==> src/hdl/rc4ke_pkg.sv <==
// package: constants, types and key derivation helpers for the rc4 candidate evaluator
`timescale 1ns / 1ps
package rc4ke_pkg;
	localparam int CandidateBytes = 7;
	localparam int PlainBytes = 10;
	localparam int KeyLen = 72;
	localparam int B64Chars = 36;
	localparam logic [7:0] PadValue = 8'h41;
	localparam logic [7:0] HiBias = 8'h78;
	localparam logic [7:0] LoBias = 8'h7a;

	localparam logic [1:0] REG_CIPHER_LOW = 2'd0;
	localparam logic [1:0] REG_CIPHER_HIGH = 2'd1;
	localparam logic [1:0] REG_TARGET_LOW = 2'd2;
	localparam logic [1:0] REG_TARGET_HIGH = 2'd3;

	// commands from controller to datapath
	typedef struct packed {
		logic load;      // capture candidate, clear indices
		logic init_wr;   // write identity at counter
		logic rd_i;      // read s[i]
		logic rd_j;      // read s[j] after j update
		logic wr_i;      // write s[j] old value to i
		logic wr_j;      // write s[i] old value to j
		logic rd_t;      // read s[s[i]+s[j]]
		logic ks_mode;   // keystream phase
		logic ks_init;   // keystream start: j to zero, i to one
		logic store_ks;  // xor keystream byte into plaintext
		logic score;     // step score over one byte
	} rc4ke_cmd_t;

	typedef struct packed {
		logic cnt_last;  // counter at end of its range
	} rc4ke_sts_t;

	// base64 alphabet lookup
	function automatic logic [7:0] b64_char(input logic [5:0] v);
		logic [7:0] c;
		if (v < 6'd26) c = 8'h41 + {2'b00, v};
		else if (v < 6'd52) c = 8'h61 + {2'b00, v} - 8'd26;
		else if (v < 6'd62) c = 8'h30 + {2'b00, v} - 8'd52;
		else if (v == 6'd62) c = 8'h2b;
		else c = 8'h2f;
		return c;
	endfunction

	// raw utf-16 byte at position p (0..26)
	function automatic logic [7:0] raw_byte(input logic [8*CandidateBytes-1:0] cand,
		input logic [4:0] p);
		logic [7:0] b;
		logic [3:0] e;
		logic [7:0] r;
		e = p[4:1];
		if (e[3:1] < CandidateBytes[2:0] && CandidateBytes < 8)
			b = cand[8*(CandidateBytes-1-int'(e[3:1])) +: 8];
		else if (CandidateBytes == 8)
			b = cand[8*(CandidateBytes-1-int'(e[3:1])) +: 8];
		else
			b = PadValue;
		if (p[0]) r = 8'h00;
		else if (e[0]) r = {4'h0, b[3:0]} + LoBias;
		else r = {4'h0, b[7:4]} + HiBias;
		return r;
	endfunction

	// key byte at position k (0..71)
	function automatic logic [7:0] key_byte(input logic [8*CandidateBytes-1:0] cand,
		input logic [6:0] k);
		logic [5:0] ci;
		logic [3:0] grp;
		logic [1:0] sel;
		logic [23:0] blk;
		logic [5:0] v;
		ci = k[6:1];
		grp = ci[5:2];
		sel = ci[1:0];
		blk = {raw_byte(cand, 5'(3*grp)), raw_byte(cand, 5'(3*grp+1)),
			raw_byte(cand, 5'(3*grp+2))};
		case (sel)
			2'd0: v = blk[23:18];
			2'd1: v = blk[17:12];
			2'd2: v = blk[11:6];
			default: v = blk[5:0];
		endcase
		return k[0] ? 8'h00 : b64_char(v);
	endfunction

	function automatic logic [7:0] fold_lower(input logic [7:0] v);
		return (v >= 8'h41 && v <= 8'h5a) ? v + 8'h20 : v;
	endfunction
endpackage

==> src/hdl/rc4ke_if.sv <==
// valid/ready channel interfaces for candidate and result items
`timescale 1ns / 1ps
interface rc4ke_in_if;
	logic valid;
	logic ready;
	logic [55:0] candidate_bytes;
	modport source(output valid, output candidate_bytes, input ready);
	modport sink(input valid, input candidate_bytes, output ready);
endinterface

interface rc4ke_out_if;
	logic valid;
	logic ready;
	logic [63:0] plain_low;
	logic [15:0] plain_high;
	logic [3:0] match_length;
	logic [9:0] distance_first4;
	logic [10:0] distance_first6;
	logic [11:0] distance_all10;
	modport source(output valid, output plain_low, output plain_high, output match_length,
		output distance_first4, output distance_first6, output distance_all10, input ready);
	modport sink(input valid, input plain_low, input plain_high, input match_length,
		input distance_first4, input distance_first6, input distance_all10, output ready);
endinterface

==> src/hdl/rc4ke_ram.sv <==
// generic single-port ram with registered read
`timescale 1ns / 1ps
module rc4ke_ram #(
	parameter int Width = 8,
	parameter int Depth = 256
) (
	input logic clk,
	input logic we,
	input logic [$clog2(Depth)-1:0] addr,
	input logic [Width-1:0] wdata,
	output logic [Width-1:0] rdata
);
	logic [Width-1:0] mem [Depth];

	always_ff @(posedge clk) begin
		if (we) mem[addr] <= wdata;
		rdata <= mem[addr];
	end
endmodule

==> src/hdl/rc4ke_datapath.sv <==
// datapath: permutation memory, key schedule and keystream indices, scoring
`timescale 1ns / 1ps
module rc4ke_datapath (
	input logic clk,
	input logic arst_n,
	input rc4ke_pkg::rc4ke_cmd_t cmd,
	output rc4ke_pkg::rc4ke_sts_t sts,
	input logic [55:0] candidate_bytes,
	input logic [79:0] cipher,
	input logic [79:0] target,
	output logic [79:0] plain,
	output logic [3:0] match_length,
	output logic [9:0] distance_first4,
	output logic [10:0] distance_first6,
	output logic [11:0] distance_all10
);
	import rc4ke_pkg::*;

	logic [55:0] cand_q;
	logic [7:0] i_q, j_q, si_q, sj_q;
	logic [6:0] kidx_q;
	logic [3:0] k_q;
	logic [7:0] addr, wdata, rdata, j_next, ks_byte, cb, pb, tb, diff;
	logic we, matching_q;
	logic [79:0] plain_q;
	logic [3:0] match_q;
	logic [9:0] d4_q;
	logic [10:0] d6_q;
	logic [11:0] d10_q;

	rc4ke_ram #(.Width(8), .Depth(256)) u_perm (
		.clk(clk), .we(we), .addr(addr), .wdata(wdata), .rdata(rdata)
	);

	// next j: schedule adds key byte, keystream does not
	assign j_next = cmd.ks_mode ? j_q + rdata : j_q + rdata + key_byte(cand_q, kidx_q);

	// memory address and write data select
	always_comb begin
		we = 1'b0;
		addr = i_q;
		wdata = i_q;
		if (cmd.init_wr) begin
			we = 1'b1;
		end else if (cmd.rd_i) begin
			addr = i_q;
		end else if (cmd.rd_j) begin
			addr = j_next;
		end else if (cmd.wr_i) begin
			// s[j] arrives on the read port this cycle
			we = 1'b1;
			wdata = rdata;
		end else if (cmd.wr_j) begin
			we = 1'b1;
			addr = j_q;
			wdata = si_q;
		end else if (cmd.rd_t) begin
			addr = si_q + sj_q;
		end
	end

	assign sts.cnt_last = cmd.ks_mode ? (k_q == 4'(PlainBytes - 1)) : (i_q == 8'hff);
	assign ks_byte = rdata;
	// plaintext byte is scored in the cycle it is formed
	assign cb = cipher[79 - 8*k_q -: 8];
	assign pb = cb ^ ks_byte;
	assign tb = target[79 - 8*k_q -: 8];
	assign diff = (pb > tb) ? pb - tb : tb - pb;

	// index and score registers
	always_ff @(posedge clk or negedge arst_n) begin
		if (!arst_n) begin
			cand_q <= '0;
			i_q <= '0;
			j_q <= '0;
			si_q <= '0;
			sj_q <= '0;
			k_q <= '0;
			kidx_q <= '0;
			matching_q <= 1'b1;
			plain_q <= '0;
			match_q <= '0;
			d4_q <= '0;
			d6_q <= '0;
			d10_q <= '0;
		end else begin
			if (cmd.load) begin
				cand_q <= candidate_bytes;
				i_q <= '0;
				j_q <= '0;
				k_q <= '0;
				kidx_q <= '0;
				matching_q <= 1'b1;
				plain_q <= '0;
				match_q <= '0;
				d4_q <= '0;
				d6_q <= '0;
				d10_q <= '0;
			end
			if (cmd.init_wr) i_q <= i_q + 8'd1;
			if (cmd.ks_init) begin
				i_q <= 8'd1;
				j_q <= '0;
			end
			if (cmd.rd_j) begin
				si_q <= rdata;
				j_q <= j_next;
			end
			if (cmd.wr_i) sj_q <= rdata;
			if (cmd.wr_j && !cmd.ks_mode) begin
				i_q <= i_q + 8'd1;
				kidx_q <= (kidx_q == 7'(KeyLen - 1)) ? 7'd0 : kidx_q + 7'd1;
			end
			if (cmd.store_ks) begin
				plain_q[79 - 8*k_q -: 8] <= pb;
				i_q <= i_q + 8'd1;
			end
			if (cmd.score) begin
				if (matching_q && fold_lower(pb) == fold_lower(tb)) match_q <= match_q + 4'd1;
				else matching_q <= 1'b0;
				if (k_q < 4'd4) d4_q <= d4_q + 10'(diff);
				if (k_q < 4'd6) d6_q <= d6_q + 11'(diff);
				d10_q <= d10_q + 12'(diff);
				k_q <= k_q + 4'd1;
			end
		end
	end

	assign plain = plain_q;
	assign match_length = match_q;
	assign distance_first4 = d4_q;
	assign distance_first6 = d6_q;
	assign distance_all10 = d10_q;
endmodule

==> src/hdl/rc4ke_ctrl.sv <==
// controller: sequences init, key schedule, keystream and scoring
`timescale 1ns / 1ps
module rc4ke_ctrl (
	input logic clk,
	input logic arst_n,
	input logic in_valid,
	output logic in_ready,
	output logic out_valid,
	input logic out_ready,
	input rc4ke_pkg::rc4ke_sts_t sts,
	output rc4ke_pkg::rc4ke_cmd_t cmd
);
	import rc4ke_pkg::*;

	typedef enum logic [9:0] {
		S_IDLE   = 10'b0000000001,
		S_INIT   = 10'b0000000010,
		S_RDI    = 10'b0000000100,
		S_RDJ    = 10'b0000001000,
		S_WRI    = 10'b0000010000,
		S_WRJ    = 10'b0000100000,
		S_RDT    = 10'b0001000000,
		S_KS     = 10'b0010000000,
		S_SCORE  = 10'b0100000000,
		S_DONE   = 10'b1000000000
	} state_t;

	state_t state_q, state_d;
	logic ks_q, ks_d, last_q, last_d;

	assign in_ready = (state_q == S_IDLE);
	assign out_valid = (state_q == S_DONE);

	// next state and commands
	always_comb begin
		state_d = state_q;
		ks_d = ks_q;
		last_d = last_q;
		cmd = '0;
		cmd.ks_mode = ks_q;
		case (state_q)
			S_IDLE: begin
				if (in_valid) begin
					cmd.load = 1'b1;
					ks_d = 1'b0;
					state_d = S_INIT;
				end
			end
			S_INIT: begin
				cmd.init_wr = 1'b1;
				if (sts.cnt_last) state_d = S_RDI;
			end
			S_RDI: begin
				cmd.rd_i = 1'b1;
				last_d = sts.cnt_last;
				state_d = S_RDJ;
			end
			S_RDJ: begin
				cmd.rd_j = 1'b1;
				state_d = S_WRI;
			end
			S_WRI: begin
				cmd.wr_i = 1'b1;
				state_d = S_WRJ;
			end
			S_WRJ: begin
				cmd.wr_j = 1'b1;
				if (ks_q) state_d = S_RDT;
				else if (last_q) begin
					ks_d = 1'b1;
					state_d = S_KS;
				end else state_d = S_RDI;
			end
			S_KS: begin
				// keystream starts with j at zero and i at one
				cmd.ks_init = 1'b1;
				state_d = S_RDI;
			end
			S_RDT: begin
				cmd.rd_t = 1'b1;
				state_d = S_SCORE;
			end
			S_SCORE: begin
				// form the plaintext byte and score it in the same cycle
				cmd.store_ks = 1'b1;
				cmd.score = 1'b1;
				state_d = last_q ? S_DONE : S_RDI;
			end
			S_DONE: begin
				if (out_ready) state_d = S_IDLE;
			end
			default: state_d = S_IDLE;
		endcase
	end

	always_ff @(posedge clk or negedge arst_n) begin
		if (!arst_n) begin
			state_q <= S_IDLE;
			ks_q <= 1'b0;
			last_q <= 1'b0;
		end else begin
			state_q <= state_d;
			ks_q <= ks_d;
			last_q <= last_d;
		end
	end
endmodule

==> src/hdl/rc4_candidate_key_evaluator_top.sv <==
// top level: config registers, controller and datapath of the rc4 candidate evaluator
// usage: one candidate item in on in_ch (valid/ready), one result item out on out_ch.
// config: write enable, index 0..3 and 64-bit data; write only while idle.
// each item: reload the identity permutation (S_INIT), run the key schedule swaps
// (S_RDI, S_RDJ, S_WRI, S_WRJ), set up the keystream indices (S_KS), then for each
// keystream byte S_RDI, S_RDJ, S_WRI, S_WRJ, S_RDT and S_SCORE, with xor and score in
// S_SCORE; the order is set by the single port of the permutation ram.
// one item is in flight at a time; in_ch.ready is high only while idle.
// out_ch.valid is high in S_DONE, entered after the last keystream byte is scored.
// when the receiver is ready, the result is held in S_DONE and the block then returns
// to S_IDLE to accept the next item.
// the result is held on out_ch until taken; while the receiver stalls the
// block waits in S_DONE and accepts no new item.
// reset restores the default ciphertext and target and returns the block to idle.
`timescale 1ns / 1ps
module rc4_candidate_key_evaluator_top (
	input logic clk,
	input logic arst_n,
	rc4ke_in_if.sink in_ch,
	rc4ke_out_if.source out_ch,
	input logic cfg_we,
	input logic [1:0] cfg_index,
	input logic [63:0] cfg_data
);
	import rc4ke_pkg::*;

	logic [63:0] cipher_low_q, target_low_q;
	logic [15:0] cipher_high_q, target_high_q;
	rc4ke_cmd_t cmd;
	rc4ke_sts_t sts;
	logic [79:0] plain;

	// configuration registers
	always_ff @(posedge clk or negedge arst_n) begin
		if (!arst_n) begin
			cipher_low_q <= 64'h698b8fb18f3b4f99;
			cipher_high_q <= 16'h6172;
			target_low_q <= 64'h66006c0061006700;
			target_high_q <= 16'h7b00;
		end else if (cfg_we) begin
			case (cfg_index)
				REG_CIPHER_LOW: cipher_low_q <= cfg_data;
				REG_CIPHER_HIGH: cipher_high_q <= cfg_data[15:0];
				REG_TARGET_LOW: target_low_q <= cfg_data;
				REG_TARGET_HIGH: target_high_q <= cfg_data[15:0];
				default: ;
			endcase
		end
	end

	rc4ke_ctrl u_ctrl (
		.clk(clk), .arst_n(arst_n),
		.in_valid(in_ch.valid), .in_ready(in_ch.ready),
		.out_valid(out_ch.valid), .out_ready(out_ch.ready),
		.sts(sts), .cmd(cmd)
	);

	rc4ke_datapath u_dp (
		.clk(clk), .arst_n(arst_n), .cmd(cmd), .sts(sts),
		.candidate_bytes(in_ch.candidate_bytes),
		.cipher({cipher_low_q, cipher_high_q}),
		.target({target_low_q, target_high_q}),
		.plain(plain),
		.match_length(out_ch.match_length),
		.distance_first4(out_ch.distance_first4),
		.distance_first6(out_ch.distance_first6),
		.distance_all10(out_ch.distance_all10)
	);

	assign out_ch.plain_low = plain[79:16];
	assign out_ch.plain_high = plain[15:0];
endmodule
==> src/flat_wrapper.sv <==
// flat-port wrapper written by rule: the top's interface ports become plain ports
module rc4_candidate_key_evaluator_top_flat import rc4ke_pkg::*;
  (clk, arst_n, cfg_we, cfg_index, cfg_data, in_ch_valid, in_ch_candidate_bytes, in_ch_ready, out_ch_valid, out_ch_plain_low, out_ch_plain_high, out_ch_match_length, out_ch_distance_first4, out_ch_distance_first6, out_ch_distance_all10, out_ch_ready);
  rc4ke_in_if in_ch_i ();
  rc4ke_out_if out_ch_i ();
  input logic clk;
  input logic arst_n;
  input logic cfg_we;
  input logic [1:0] cfg_index;
  input logic [63:0] cfg_data;
  input wire logic [$bits(in_ch_i.valid)-1:0] in_ch_valid;
  input wire logic [$bits(in_ch_i.candidate_bytes)-1:0] in_ch_candidate_bytes;
  output wire logic [$bits(in_ch_i.ready)-1:0] in_ch_ready;
  output wire logic [$bits(out_ch_i.valid)-1:0] out_ch_valid;
  output wire logic [$bits(out_ch_i.plain_low)-1:0] out_ch_plain_low;
  output wire logic [$bits(out_ch_i.plain_high)-1:0] out_ch_plain_high;
  output wire logic [$bits(out_ch_i.match_length)-1:0] out_ch_match_length;
  output wire logic [$bits(out_ch_i.distance_first4)-1:0] out_ch_distance_first4;
  output wire logic [$bits(out_ch_i.distance_first6)-1:0] out_ch_distance_first6;
  output wire logic [$bits(out_ch_i.distance_all10)-1:0] out_ch_distance_all10;
  input wire logic [$bits(out_ch_i.ready)-1:0] out_ch_ready;
  assign in_ch_i.valid = in_ch_valid;
  assign in_ch_i.candidate_bytes = in_ch_candidate_bytes;
  assign in_ch_ready = in_ch_i.ready;
  assign out_ch_valid = out_ch_i.valid;
  assign out_ch_plain_low = out_ch_i.plain_low;
  assign out_ch_plain_high = out_ch_i.plain_high;
  assign out_ch_match_length = out_ch_i.match_length;
  assign out_ch_distance_first4 = out_ch_i.distance_first4;
  assign out_ch_distance_first6 = out_ch_i.distance_first6;
  assign out_ch_distance_all10 = out_ch_i.distance_all10;
  assign out_ch_i.ready = out_ch_ready;
  rc4_candidate_key_evaluator_top u_core (.clk(clk), .arst_n(arst_n), .in_ch(in_ch_i), .out_ch(out_ch_i), .cfg_we(cfg_we), .cfg_index(cfg_index), .cfg_data(cfg_data));
endmodule
==> config.mk <==
export PLATFORM = sky130hd
export DESIGN_NAME = rc4_candidate_key_evaluator_top_flat
export DESIGN_NICKNAME = d
export VERILOG_FILES = /design/src/hdl/rc4ke_pkg.sv /design/src/hdl/rc4ke_if.sv /design/src/hdl/rc4ke_ram.sv /design/src/hdl/rc4ke_datapath.sv /design/src/hdl/rc4ke_ctrl.sv /design/src/hdl/rc4_candidate_key_evaluator_top.sv /design/src/flat_wrapper.sv
export SDC_FILE = /design/constraint.sdc
export NUM_CORES = 2
export LEC_CHECK = 0
export BUFFER_PORTS_ARGS = -buffer_cell sky130_fd_sc_hd__buf_2
export CAP_MARGIN = 20
export CELL_PAD_IN_SITES_DETAIL_PLACEMENT = 1
export CELL_PAD_IN_SITES_GLOBAL_PLACEMENT = 1
export CORE_MARGIN = 2
export CORE_UTILIZATION = 56
export CTS_BUF_LIST = sky130_fd_sc_hd__clkbuf_2 sky130_fd_sc_hd__clkbuf_4 sky130_fd_sc_hd__clkbuf_8
export DETAILED_ROUTE_END_ITERATION = 7
export GPL_TIMING_DRIVEN = 0
export PLACE_DENSITY = 0.84
export SETUP_SLACK_MARGIN = 0.4
export SLEW_MARGIN = 0
export SYNTH_ARGS = -nofsm -noshare
export SYNTH_HDL_FRONTEND = slang
export SYNTH_HIERARCHICAL = 1
export SYNTH_SLANG_ARGS = --single-unit
export TNS_END_PERCENT = 5
==> constraint.sdc <==
create_clock -name clk -period 18.49 [get_ports clk]
set_input_delay 1.849 -clock clk [delete_from_list [all_inputs] [get_ports clk]]
set_output_delay 1.849 -clock clk [all_outputs]
set_load 0.05 [all_outputs]
==> results.tsv <==
metric	value	unit
slowest stage delay, CP	1.07	ns
slew margin rel.	15.76	%
final worst setup slack	4.338	ns
commonest non-fill, non-tap cell in the layout	edfxtp_1	
mux share of post-synthesis cell area	15.14	%
Hold Vio Cnt, Final	0	
largest net degree at the start of global routing	121	
cell taking the most area after synthesis	edfxtp_1	
r2r endpoint	u_core/u_dp/u_perm/mem[236][6]	
setup_tns	0	ns
initial antenna violation count	25	
clock buffer depth	4	
pre-CTS setup slack	5.012	ns
ratio of routed vias to standard cells	7.028	
fin crit period	14.15	ns
Hold Startpoint	u_core/cipher_low_q[60]	
wire per inst	37.05	um
r2r setup slk	4.34	ns
clk root buf	clkbuf_8	
H-tree levels	5	
Inserted Clock Buffers	395	
Skew-Pair Late Insertion Delay	1.15	ns
Yosys Warn Count	6	
CP arrival	14.84	ns
Worst Skew	0.1121	ns
Net Count, Synth	6046	
CTS tree	done	
vias in the first global route	67284	
unrepaired setup endpoints after global routing	no	
Max Cap Violations	0	
Pwr Total	15.41	mW
largest family of logic cells by synthesized area	multiplexers	
GP Congestion	0.9578	
ys async rst share	15.91	%
critical path required time	19.17	ns
GRT Total Usage	36.77	%
drt drc	0	
hold path endpoint	u_core/cipher_low_q[60]	
worst r2r src	u_core/u_dp/kidx_q[3]	
# clock sinks	2445	
commonest cells after routing, fill and taps aside	edfxtp_1 (2048), mux4_2 (533), clkbuf_8 (418), nor2_1 (330), dfrtp_1 (322)	
CP max-delay cell	nor2_1	
most frequent cell on the critical path	ha_1	
fmax	70.66	MHz
Mapped Avg Cell Area	17.60	um^2
WL final	342.7	mm
# rows	156	
simple-gate share of the synthesized area	4.619	%
die area	186300	um^2
DP Wirelength	219.9	mm
CP Max Fanout	11	
Initial Util	56.49	%
Worst setup SP type	flip-flop	
fin. max-slew vios	0	
register area share after synthesis	69.78	%
Chip Width	431.7	um
initial DRC count	9683	
Post-Syn Area	102400	um^2
FF+latch count, synth	2445	
Post-synth EDFFs	2048	
Final Setup Violations	0	
core area	181300	um^2
total grt overflow	0	
TritonRoute pass-1 iters	8	
CTS Hold Bufs	0	
via count	65006	
Pleak	40.12	nW
Slew @ Worst Pin	1.264	ns
Area Growth Syn to Fin	13.54	%
area share of the largest cell type after synthesis	60.04	%
Hold Worst Slack	0.4990	ns
XOR/XNOR share of the synthesized area	0.7183	%
Final nets	6799	
Min-Delay Path Class	reg -> reg	
Die H	431.7	um
ANT nets after route	0	
count of different cell masters after synthesis	121	
commonest register cell after synthesis	edfxtp_1	
num ports	246	
power density cells	132.5	nW/um^2
top cells by area, synth	edfxtp_1 (60%), mux4_2 (12%), dfrtp_1 (7.9%)	
Gate Count Post-Synth	5820	
Clock transition at path regs	0.06	ns
port buffer count	245	
VDD IR-drop max	0.09209	mV
setup bufs post-CTS	0	
Adder-Cell Fraction of Synth Area	1.275	%
status	completed	
fin crit share	76.54	%
kind of critical path	reg -> reg	
PostCTS Resize Cnt	0	
layout cells sized above 1	29.50	%
hold path depth	1	
Crit. End Element	flip-flop	
first-pass GRT wire length	489.3	mm
Reg2Reg Depth	44	
Compound-Gate Fraction of Synth Area	6.262	%
## synth_stat cells (all sizes together) (28+ instances only)
cell type  number
a21oi         222
a22oi         277
buf           147
clkbuf        233
dfrtp         322
dfstp          67
edfxtp       2048
ha             90
inv            93
mux2          267
mux2i          49
mux4          533
nand2         165
nand2b         28
nand3          80
nand3b        106
nand4          28
nor2          330
nor2b          37
nor3           50
o21ai         200
o41ai          36
xnor2          48
## layer usage
layer | global-route usage, % | routed length [um] | up-vias
li1 | - | - | 24987
met1 | 44.62 | 113700 | 33340
met2 | 58.94 | 163100 | 5291
met3 | 9.959 | 40090 | 1366
met4 | 22.92 | 25450 | 22
met5 | 0 | 277 | -
## kinds of logic after synthesis
| group | count (synthesis) |
|---|---|
| DFF | 2445 |
| AOI/OAI and AO/OA | 950 |
| adders and majority gates | 99 |
| muxes | 849 |
| xor gates and xnor gates | 76 |
| and+or+nand+nor | 927 |
| buffers and inverters | 474 |
## flip-flops by register name, summed over array words and instances (netlist names), 11 cells and up
name	count
u_core/u_dp/u_perm/mem	2048
u_core/u_dp/plain	80
u_core/cipher_low_q	64
u_core/target_low_q	64
u_core/u_dp/cand_q	56
u_core/cipher_high_q	16
u_core/target_high_q	16
u_core/u_dp/distance_all10	12
u_core/u_dp/distance_first6	11
## cell type report
cell class | count | area, um^2
Sequential cell | 2445 | 71480
Fill cell | 15718 | 65030
Multi-Input combinational cell | 2901 | 28810
Clock buffer | 542 | 6678
Timing Repair Buffer | 356 | 3104
Tap cell | 2370 | 2965
Buffer | 380 | 1924
Clock inverter | 143 | 938.4
Inverter | 94 | 355.3
Antenna cell | 19 | 47.55
## power by group
group / switching [mW] / internal (mW) / total (mW) / leakage (nW)
sequential: 0.176 / 6.25 / 6.43 / 24.3
combinational: 2.59 / 1.63 / 4.22 / 11.8
clock: 2.26 / 2.49 / 4.76 / 4.05
total: 5.03 / 10.4 / 15.4 / 40.1
## per-stage QoR
| stage | area, um^2 | cells | util [%] |
|---|---|---|---|
| after floorplan | 102400 | 5820 | - |
| after global placement | 106600 | 8435 | 58.80 |
| after detailed placement | 108600 | 8539 | 59.88 |
| after CTS | 116200 | 9224 | 64.08 |
| after global routing | 116300 | 9236 | 64.12 |
| final | 116300 | 9250 | 64.14 |
## worst max path at each step
stage,cells past startpoint,startpoint,slack (ns),end
2_1_floorplan,9,u_core/u_ctrl/state_q[3],4.33,u_core/u_dp/u_perm/mem[0][1]
3_3_place_gp,8,u_core/u_ctrl/state_q[3],-7.86,u_core/u_dp/u_perm/mem[84][2]
3_5_place_dp,44,u_core/u_dp/kidx_q[3],5.01,u_core/u_dp/u_perm/mem[236][0]
4_1_cts,44,u_core/u_dp/kidx_q[3],4.74,u_core/u_dp/u_perm/mem[236][6]
5_1_grt,44,u_core/u_dp/kidx_q[3],4.15,u_core/u_dp/u_perm/mem[236][6]
6_report,44,u_core/u_dp/kidx_q[3],4.34,u_core/u_dp/u_perm/mem[236][6]
## critical path, delay by kind of cell, from the launching register on
kind	cells	cell delay, ns
buf+inv	14	4.67
compound gates	13	3.33
mux	2	0.69
simple gates	6	2.26
fa+ha+maj	7	2.05
xor+xnor	2	0.24
flops	1	0.44
(Power assumes the default switching activity.)
